--- config.mk ---
export PLATFORM = sky130hd
export DESIGN_NAME = stereo_linear_resampler_unit
export DESIGN_NICKNAME = d
export VERILOG_FILES = /design/src/hw/rtl/slr_pkg.sv /design/src/hw/rtl/slr_ctrl.sv /design/src/hw/rtl/slr_datapath.sv /design/src/hw/rtl/stereo_linear_resampler_unit.sv
export SDC_FILE = /design/constraint.sdc
export NUM_CORES = 2
export LEC_CHECK = 0
export ABC_AREA = 1
export BUFFER_PORTS_ARGS = -buffer_cell sky130_fd_sc_hd__buf_2
export CORE_ASPECT_RATIO = 0.9
export CORE_MARGIN = 2
export CORE_UTILIZATION = 33
export CTS_BUF_LIST = sky130_fd_sc_hd__clkbuf_2
export CTS_CLUSTER_SIZE = 40
export DETAILED_ROUTE_END_ITERATION = 10
export MAX_ROUTING_LAYER = met4
export PLACE_DENSITY = 0.53
export SYNTH_ARGS = -nofsm -noshare
export SYNTH_HDL_FRONTEND = slang
export SYNTH_SLANG_ARGS = --single-unit
--- constraint.sdc ---
create_clock -name i_clk -period 5.6 [get_ports i_clk]
set_input_delay 0.84 -clock i_clk [delete_from_list [all_inputs] [get_ports i_clk]]
set_output_delay 0.84 -clock i_clk [all_outputs]
set_load 0.1 [all_outputs]
--- src/hw/rtl/slr_pkg.sv ---
// shared types and constants for the stereo linear resampler
package slr_pkg;

    localparam int SAMPLE_BITS_DEF     = 24;
    localparam int PHASE_FRAC_BITS_DEF = 16;

    // cap on results per input frame
    localparam int MAX_RESULTS = 9;
    localparam int CNT_W       = $clog2(MAX_RESULTS + 1);

    // apb register map
    localparam int PADDR_W  = 3;
    localparam int PDATA_W  = 32;
    localparam logic REG_SEL_RATE = 1'b0;
    localparam logic REG_SEL_MODE = 1'b1;

    localparam logic MODE_STEREO = 1'b0;
    localparam logic MODE_MONO   = 1'b1;

    typedef struct packed {
        logic load;    // take a new frame, form the differences
        logic mul;     // register the phase products
        logic emit;    // form a result and step the phase
        logic finish;  // wrap the phase and keep the frame
    } t_cmd;

    typedef struct packed {
        logic go;      // phase still at or below one and cap not reached
        logic last;    // the result being formed ends this frame's run
    } t_sts;

endpackage

--- src/hw/rtl/slr_ctrl.sv ---
// control state machine for the stereo linear resampler
module slr_ctrl (
    input  logic          i_clk,
    input  logic          i_rst_n,
    input  logic          s_axis_tvalid,
    output logic          s_axis_tready,
    output logic          m_axis_tvalid,
    input  logic          m_axis_tready,
    input  slr_pkg::t_sts i_sts,
    output slr_pkg::t_cmd o_cmd
);

    typedef enum logic [3:0] {
        ST_IDLE  = 4'b0001,
        ST_CHECK = 4'b0010,
        ST_MUL   = 4'b0100,
        ST_EMIT  = 4'b1000
    } t_state;

    t_state r_state;
    t_state n_state;
    logic   r_out_vld;
    logic   n_out_vld;
    logic   slot_free;

    assign slot_free     = !r_out_vld || m_axis_tready;
    assign s_axis_tready = (r_state == ST_IDLE);
    assign m_axis_tvalid = r_out_vld;

    always_comb begin
        n_state      = r_state;
        o_cmd        = '0;
        unique case (r_state)
            ST_IDLE: begin
                if (s_axis_tvalid) begin
                    o_cmd.load = 1'b1;
                    n_state    = ST_CHECK;
                end
            end
            ST_CHECK: begin
                if (i_sts.go) begin
                    n_state = ST_MUL;
                end else begin
                    o_cmd.finish = 1'b1;
                    n_state      = ST_IDLE;
                end
            end
            ST_MUL: begin
                o_cmd.mul = 1'b1;
                n_state   = ST_EMIT;
            end
            ST_EMIT: begin
                if (slot_free) begin
                    o_cmd.emit = 1'b1;
                    if (i_sts.last) begin
                        o_cmd.finish = 1'b1;
                        n_state      = ST_IDLE;
                    end else begin
                        n_state = ST_MUL;
                    end
                end
            end
            default: n_state = ST_IDLE;
        endcase
    end

    always_comb begin
        n_out_vld = r_out_vld;
        if (m_axis_tready) begin
            n_out_vld = 1'b0;
        end
        if (o_cmd.emit) begin
            n_out_vld = 1'b1;
        end
    end

    always_ff @(posedge i_clk) begin
        if (!i_rst_n) begin
            r_state   <= ST_IDLE;
            r_out_vld <= 1'b0;
        end else begin
            r_state   <= n_state;
            r_out_vld <= n_out_vld;
        end
    end

endmodule

--- src/hw/rtl/slr_datapath.sv ---
// phase accumulator, interpolation multipliers and output register
module slr_datapath #(
    parameter int SAMPLE_BITS     = slr_pkg::SAMPLE_BITS_DEF,
    parameter int PHASE_FRAC_BITS = slr_pkg::PHASE_FRAC_BITS_DEF
) (
    input  logic                         i_clk,
    input  logic                         i_rst_n,
    input  slr_pkg::t_cmd                i_cmd,
    output slr_pkg::t_sts                o_sts,
    input  logic [PHASE_FRAC_BITS+3:0]   i_rate,
    input  logic                         i_mode,
    input  logic [SAMPLE_BITS-1:0]       i_in_left,
    input  logic [SAMPLE_BITS-1:0]       i_in_right,
    output logic [SAMPLE_BITS-1:0]       o_out_left,
    output logic [SAMPLE_BITS-1:0]       o_out_right,
    output logic                         o_last
);

    localparam int S   = SAMPLE_BITS;
    localparam int F   = PHASE_FRAC_BITS;
    localparam int PW  = F + 4;
    localparam int WPW = PW + 1;
    localparam int DW  = S + 1;
    localparam int MW  = F + 2;
    localparam int PRW = DW + MW;
    localparam int CW  = slr_pkg::CNT_W;
    localparam logic [WPW-1:0] PH_ONE   = WPW'(1) << F;
    localparam logic [CW-1:0]  CNT_MAX  = CW'(slr_pkg::MAX_RESULTS);
    localparam logic [CW-1:0]  CNT_LAST = CW'(slr_pkg::MAX_RESULTS - 1);

    logic [S-1:0]          r_prev_l, r_prev_r;
    logic [S-1:0]          r_x_l, r_x_r;
    logic signed [DW-1:0]  r_diff_l, r_diff_r;
    logic signed [PRW-1:0] r_prod_l, r_prod_r;
    logic [WPW-1:0]        r_ph;
    logic [CW-1:0]         r_cnt;
    logic [S-1:0]          r_out_l, r_out_r;
    logic                  r_last;

    logic [WPW-1:0]        ph_next;
    logic [WPW-1:0]        ph_end;
    logic [WPW-1:0]        ph_fin;
    logic signed [MW-1:0]  ph_mul;
    logic signed [PRW-1:0] step_l, step_r;
    logic [DW-1:0]         sum_l, sum_r;
    logic [S-1:0]          int_l, int_r;
    logic [DW-1:0]         mix;
    logic [S-1:0]          res_l, res_r;

    // working phase never exceeds one plus the rate, so one spare bit is enough
    assign ph_next    = r_ph + WPW'(i_rate);
    assign o_sts.go   = (r_ph <= PH_ONE) && (r_cnt < CNT_MAX);
    assign o_sts.last = (ph_next > PH_ONE) || (r_cnt == CNT_LAST);

    assign ph_end = i_cmd.emit ? ph_next : r_ph;
    assign ph_fin = (ph_end >= PH_ONE) ? (ph_end - PH_ONE) : '0;

    // products are only taken while the phase is at most one
    assign ph_mul = $signed({1'b0, r_ph[F:0]});

    // arithmetic shift of the product floors toward minus infinity
    assign step_l = r_prod_l >>> F;
    assign step_r = r_prod_r >>> F;
    assign sum_l  = {r_prev_l[S-1], r_prev_l} + step_l[DW-1:0];
    assign sum_r  = {r_prev_r[S-1], r_prev_r} + step_r[DW-1:0];
    assign int_l  = sum_l[S-1:0];
    assign int_r  = sum_r[S-1:0];
    assign mix    = {int_l[S-1], int_l} + {int_r[S-1], int_r};

    always_comb begin
        res_l = int_l;
        res_r = int_r;
        if (i_mode == slr_pkg::MODE_MONO) begin
            res_l = mix[S:1];
            res_r = mix[S:1];
        end
    end

    always_ff @(posedge i_clk) begin
        if (!i_rst_n) begin
            r_prev_l <= '0;
            r_prev_r <= '0;
            r_ph     <= '0;
            r_cnt    <= '0;
        end else begin
            if (i_cmd.load) begin
                r_cnt <= '0;
            end else if (i_cmd.emit) begin
                r_cnt <= r_cnt + CW'(1);
            end
            if (i_cmd.finish) begin
                r_ph     <= {1'b0, ph_fin[PW-1:0]};
                r_prev_l <= r_x_l;
                r_prev_r <= r_x_r;
            end else if (i_cmd.emit) begin
                r_ph <= ph_next;
            end
        end
    end

    always_ff @(posedge i_clk) begin
        if (i_cmd.load) begin
            r_x_l    <= i_in_left;
            r_x_r    <= i_in_right;
            r_diff_l <= $signed({i_in_left[S-1], i_in_left} - {r_prev_l[S-1], r_prev_l});
            r_diff_r <= $signed({i_in_right[S-1], i_in_right} - {r_prev_r[S-1], r_prev_r});
        end
        if (i_cmd.mul) begin
            r_prod_l <= r_diff_l * ph_mul;
            r_prod_r <= r_diff_r * ph_mul;
        end
        if (i_cmd.emit) begin
            r_out_l <= res_l;
            r_out_r <= res_r;
            r_last  <= o_sts.last;
        end
    end

    assign o_out_left  = r_out_l;
    assign o_out_right = r_out_r;
    assign o_last      = r_last;

endmodule

--- src/hw/rtl/stereo_linear_resampler_unit.sv ---
// top level of the stereo linear resampler: streams, apb registers, assertions

// Linear-interpolation sample rate converter for stereo frames. Each input
// beat carries one frame and yields zero to nine output beats, the final one
// of a frame's run marked with m_axis_tlast. A frame is first accepted, then
// its phase is tested, then each result takes a multiply step and an add step
// through the single pair of multipliers, and the add step waits while the
// output register still holds a beat not taken by m_axis_tready. A new
// frame is accepted only once the previous frame's results have all been
// formed. Registers: rate at 0x0 (unsigned, 4 integer and PHASE_FRAC_BITS
// fraction bits, reset 1.0), output mode at 0x4 (bit 0: 1 for the mono
// average on both channels). Write registers only while the block is idle.
module stereo_linear_resampler_unit #(
    parameter int SAMPLE_BITS     = slr_pkg::SAMPLE_BITS_DEF,
    parameter int PHASE_FRAC_BITS = slr_pkg::PHASE_FRAC_BITS_DEF
) (
    input  logic                         i_clk,
    input  logic                         i_rst_n,
    // in_left [SAMPLE_BITS-1:0], in_right above it, zero padded to bytes
    input  logic [((2*SAMPLE_BITS+7)/8)*8-1:0] s_axis_tdata,
    input  logic                         s_axis_tvalid,
    output logic                         s_axis_tready,
    // out_left [SAMPLE_BITS-1:0], out_right above it, zero padded to bytes
    output logic [((2*SAMPLE_BITS+7)/8)*8-1:0] m_axis_tdata,
    output logic                         m_axis_tlast,
    output logic                         m_axis_tvalid,
    input  logic                         m_axis_tready,
    input  logic                         psel,
    input  logic                         penable,
    input  logic                         pwrite,
    input  logic [slr_pkg::PADDR_W-1:0]  paddr,
    input  logic [slr_pkg::PDATA_W-1:0]  pwdata,
    output logic [slr_pkg::PDATA_W-1:0]  prdata,
    output logic                         pready
);

    localparam int S  = SAMPLE_BITS;
    localparam int F  = PHASE_FRAC_BITS;
    localparam int PW = F + 4;
    localparam int TW = ((2*SAMPLE_BITS+7)/8)*8;
    localparam logic [PW-1:0] RATE_RST = PW'(1) << F;

    logic [PW-1:0]  r_rate;
    logic           r_mode;
    logic           cfg_wr;
    slr_pkg::t_cmd  cmd;
    slr_pkg::t_sts  sts;
    logic [S-1:0]   out_l, out_r;

    assign pready = 1'b1;
    assign cfg_wr = psel && penable && pwrite && pready;

    always_ff @(posedge i_clk) begin
        if (!i_rst_n) begin
            r_rate <= RATE_RST;
            r_mode <= slr_pkg::MODE_STEREO;
        end else if (cfg_wr) begin
            unique case (paddr[2])
                slr_pkg::REG_SEL_RATE: r_rate <= pwdata[PW-1:0];
                slr_pkg::REG_SEL_MODE: r_mode <= pwdata[0];
                default: ;
            endcase
        end
    end

    always_comb begin
        unique case (paddr[2])
            slr_pkg::REG_SEL_RATE: prdata = slr_pkg::PDATA_W'(r_rate);
            slr_pkg::REG_SEL_MODE: prdata = slr_pkg::PDATA_W'(r_mode);
            default:               prdata = '0;
        endcase
    end

    slr_ctrl u_ctrl (
        .i_clk         (i_clk),
        .i_rst_n       (i_rst_n),
        .s_axis_tvalid (s_axis_tvalid),
        .s_axis_tready (s_axis_tready),
        .m_axis_tvalid (m_axis_tvalid),
        .m_axis_tready (m_axis_tready),
        .i_sts         (sts),
        .o_cmd         (cmd)
    );

    slr_datapath #(
        .SAMPLE_BITS     (SAMPLE_BITS),
        .PHASE_FRAC_BITS (PHASE_FRAC_BITS)
    ) u_datapath (
        .i_clk       (i_clk),
        .i_rst_n     (i_rst_n),
        .i_cmd       (cmd),
        .o_sts       (sts),
        .i_rate      (r_rate),
        .i_mode      (r_mode),
        .i_in_left   (s_axis_tdata[S-1:0]),
        .i_in_right  (s_axis_tdata[2*S-1:S]),
        .o_out_left  (out_l),
        .o_out_right (out_r),
        .o_last      (m_axis_tlast)
    );

    assign m_axis_tdata = TW'({out_r, out_l});

    // a result is never written over one still waiting on the output
    a_no_overwrite: assert property (@(posedge i_clk) disable iff (!i_rst_n)
        cmd.emit |-> (!m_axis_tvalid || m_axis_tready))
        else $error("result register overwritten while a beat was pending");

    // results only while the phase permits and below the cap
    a_emit_go: assert property (@(posedge i_clk) disable iff (!i_rst_n)
        cmd.emit |-> sts.go)
        else $error("result formed with phase above one or cap reached");

    // an accepted frame is tested before any result is formed
    a_accept_check: assert property (@(posedge i_clk) disable iff (!i_rst_n)
        (s_axis_tvalid && s_axis_tready) |=> (!cmd.emit && !cmd.mul && !s_axis_tready))
        else $error("frame not followed by the phase test");

    // load, multiply and emit commands never overlap
    a_cmd_excl: assert property (@(posedge i_clk) disable iff (!i_rst_n)
        $onehot0({cmd.load, cmd.mul, cmd.emit}))
        else $error("overlapping datapath commands");

endmodule

==> results.toml <==
[outcome]
status = "complete, but fails checks"
violations = "negative setup slack"

[place]
pre_cts_slack_ns = -0.559
dp_hpwl_mm = 114
io_buffers = 146
place.gp.congestion = 0.895

[detailed_routing]
routed_wl_mm = 143
ant_nets = 0
first_pass_iters = 6
num_vias = 39110
drc = 0
drtIter0Drc = 2448
via_per_inst = 4.61
routedWlPerCell_um = 16.9

[cells_and_area]
largestRegisters = "u_datapath.r_diff_l: 25 flops, u_datapath.r_diff_r: 25 flops"
fin_util = 0.421
nets = 7758
multiInputGateArea_sq_mm = 0.0348
syn2layout_area_growth_pct = 26.5
drive_above_1_share = 0.223
fillerInstances = 14175
final_cell_mix = "inv_1, nand2_1, fa_1, buf_4, ha_1"
seq_area_sq_mm = 0.00789
layout_commonest_cell = "inv_1"

[grt]
grt_pass1_wl_mm = 227
grt_max_degree = 68
busiest_layer = "met2"
met2_usage = 0.327
grt_usage = 0.204
use_met1 = 0.278
grt_pass1_vias = 40830
gr-total-overflow = 0
antenna_found_initial = 7
gr-usage-met3 = 0.0223

[logic_synthesis]
synth_edf_count = 195
ys_warn_count = 0
syn_inst = 5854
ys.flop_type = "edfxtp_1"
syn_area_per_cell_sq_um = 8.04
ys_seq_elements = 294
syn-cell-area_sq_mm = 0.0471
async_reset_ff_frac = 0
post_synth_num_cell_types = 59
seq_area_frac_synth = 0.166

[critical_path]
r2r_end = "u_datapath.r_prod_r[33]"
endpoint_kind = "register"
cp_slowest_cell = "fa_1"
crit_arrival_ns = 6.74
required_ns = 6.50
critPathLaunch = "u_datapath.r_ph[6]"
crit_top_cell = "fa_1"
slowest_delay_ns = 0.56
crit_end = "u_datapath.r_prod_r[33]"
worstSetupStartpointType = "register"
rr_startpoint = "u_datapath.r_ph[6]"
crit_type = "reg2reg"
r2r_cells = 25
path_max_fanout = 5
ff2ff_setup_slack_ns = -0.24

[sta]
setup_violations = 40
setup_slack_ns = -0.241
fin_setup_tns_ns = -4.57
finalCritPeriodShare = 1.04
slew_headroom = 0.187
rsz0062_at_grt = "true"
hold_violations = 0
maxSlewViolCount = 0
fin_skew_ns = 0.130
fin_crit_ns = 5.84
fmax_mhz = 171
worst_slew_pin_slew_ns = 1.21

[cts]
numClockSinks = 294
clockRootBuffer = "clkbuf_2"
clock_path_buffers = 3
htreeDepth = 3
worstSkewPairLatency_ns = 1.19
clk_pin_slew_ns = 0.11
cts_tree = "yes"
cts_buffers = 81

[power]
p_per_area_mw_per_mm2 = 84.7
p_leak_nw = 32.1
ir_drop_mv = 0.102
p_total_mw = 5.05

[floorplanning]
die_y_um = 362
chipWidth_um = 402
pin_count = 174
initial_core_util = 0.332
die_area_sq_mm = 0.146
rows = 131
fp.coreArea_sq_mm = 0.142

[flow_run]
cap_violations = 0

[hold_path]
holdCritPathClass = "in2reg"
## critical path, delay by kind of cell, from the launching register on
| family | cells | cell delay (ns) |
|---|---|---|
| adder cells (fa/ha/maj) | 7 | 3.29 |
| buffers and inverters | 12 | 1.14 |
| AO/OA/AOI/OAI | 3 | 0.46 |
| flip-flops | 1 | 0.37 |
| XOR/XNOR | 1 | 0.18 |
| AND/OR/NAND/NOR | 2 | 0.14 |
## logic make-up after synthesis
group                    synth area share
flip-flops                          0.166
buffers and inverters               0.149
AND/OR/NAND/NOR                     0.158
other                            0.000159
XOR/XNOR                           0.0333
AO/OA/AOI/OAI                      0.0679
adder cells (fa/ha/maj)             0.425
## through the flow
step	instance area (sq um)	cells	hold slack, ns
after global placement	53700	8132	0.451
after CTS	58100	8430	0.0110
after detailed placement	53700	8132	0.461
after global routing	59600	8479	0.0969
after floorplan	47200	5865	0.447
final	59600	8480	0.171
## area by class of cell
cell class	instances	share of cell area
well taps	1862	0.0391
clock buffers	119	0.0100
clock inverters	29	0.00279
multi-input cells	3729	0.584
repair buffers	846	0.131
diodes	9	0.000378
flip-flops and latches	294	0.132
inverters	1592	0.100
## power by group
group / switching, mW / internal [mW] / total (mW)
sequential: 0.0510 / 2.40 / 2.45
clock: 1.01 / 0.627 / 1.64
combinational: 0.622 / 0.338 / 0.960
## repair_timing
item | 4_1_cts | 5_1_grt
pin swaps | 185 | 229
hold endpoints to repair | 74 | 0
hold buffers | 71 | 0
setup endpoints to repair | 46 | 48
cloned | 8 | 4
gates resized for setup | 451 | 315
buffers inserted | 84 | 46
## Yosys cell counts (2+ instances only)
| library cell | count | area share |
|---|---|---|
| o2111ai_1 | 3 | 0.00056 |
| nand2_2 | 7 | 0.00093 |
| nand2_4 | 2 | 0.00048 |
| clkbuf_1 | 209 | 0.017 |
| o211ai_1 | 5 | 0.00080 |
| a31oi_1 | 19 | 0.0025 |
| buf_1 | 13 | 0.0010 |
| nor2_1 | 171 | 0.014 |
| o21ai_1 | 2 | 0.00021 |
| fa_1 | 794 | 0.34 |
| xnor2_1 | 70 | 0.013 |
| nor2_2 | 4 | 0.00053 |
| dfxtp_1 | 99 | 0.042 |
| edfxtp_1 | 195 | 0.12 |
| inv_2 | 2 | 0.00016 |
| nand3_2 | 3 | 0.00064 |
| nand4_1 | 29 | 0.0039 |
| nand3b_1 | 5 | 0.00080 |
| o21bai_1 | 9 | 0.0014 |
| buf_6 | 5 | 0.0012 |
| a221oi_1 | 5 | 0.00093 |
| o31ai_1 | 3 | 0.00048 |
| a21boi_0 | 9 | 0.0014 |
| o31a_1 | 2 | 0.00037 |
| nor4_1 | 13 | 0.0017 |
| o21ai_0 | 171 | 0.018 |
| nor3_1 | 31 | 0.0033 |
| o221ai_1 | 6 | 0.0011 |
| a211oi_1 | 6 | 0.00096 |
| o21ai_2 | 16 | 0.0030 |
| and2_1 | 4 | 0.00053 |
| a21oi_1 | 255 | 0.027 |
| nand3_1 | 149 | 0.016 |
| a21o_1 | 14 | 0.0022 |
| a21oi_2 | 12 | 0.0022 |
| inv_1 | 1589 | 0.13 |
| and3_1 | 2 | 0.00027 |
| xor2_1 | 109 | 0.020 |
| buf_4 | 14 | 0.0022 |
| conb_1 | 2 | 0.00016 |
| nand2_1 | 1417 | 0.11 |
| or2_2 | 11 | 0.0015 |
| buf_2 | 7 | 0.00074 |
| ha_1 | 330 | 0.088 |
| o21a_1 | 17 | 0.0027 |
## per-layer routing
| layer | share of wire | vias to the layer above |
|---|---|---|
| met5 | 0 | - |
| li1 | - | 18714 |
| met4 | 0.020 | 0 |
| met1 | 0.47 | 19338 |
| met2 | 0.46 | 904 |
| met3 | 0.050 | 154 |
## worst min path at each step
stage,start,to,cells past startpoint
after CTS,pwrite,r_mode,3
after global routing,pwrite,r_mode,3
final,pwrite,r_mode,3
after floorplan,u_datapath.r_x_l[0],u_datapath.r_prev_l[0],2
after detailed placement,u_datapath.r_x_r[3],u_datapath.r_prev_r[3],2
after global placement,u_datapath.r_x_r[0],u_datapath.r_prev_r[0],2
Power figures use the tool's default switching activity.
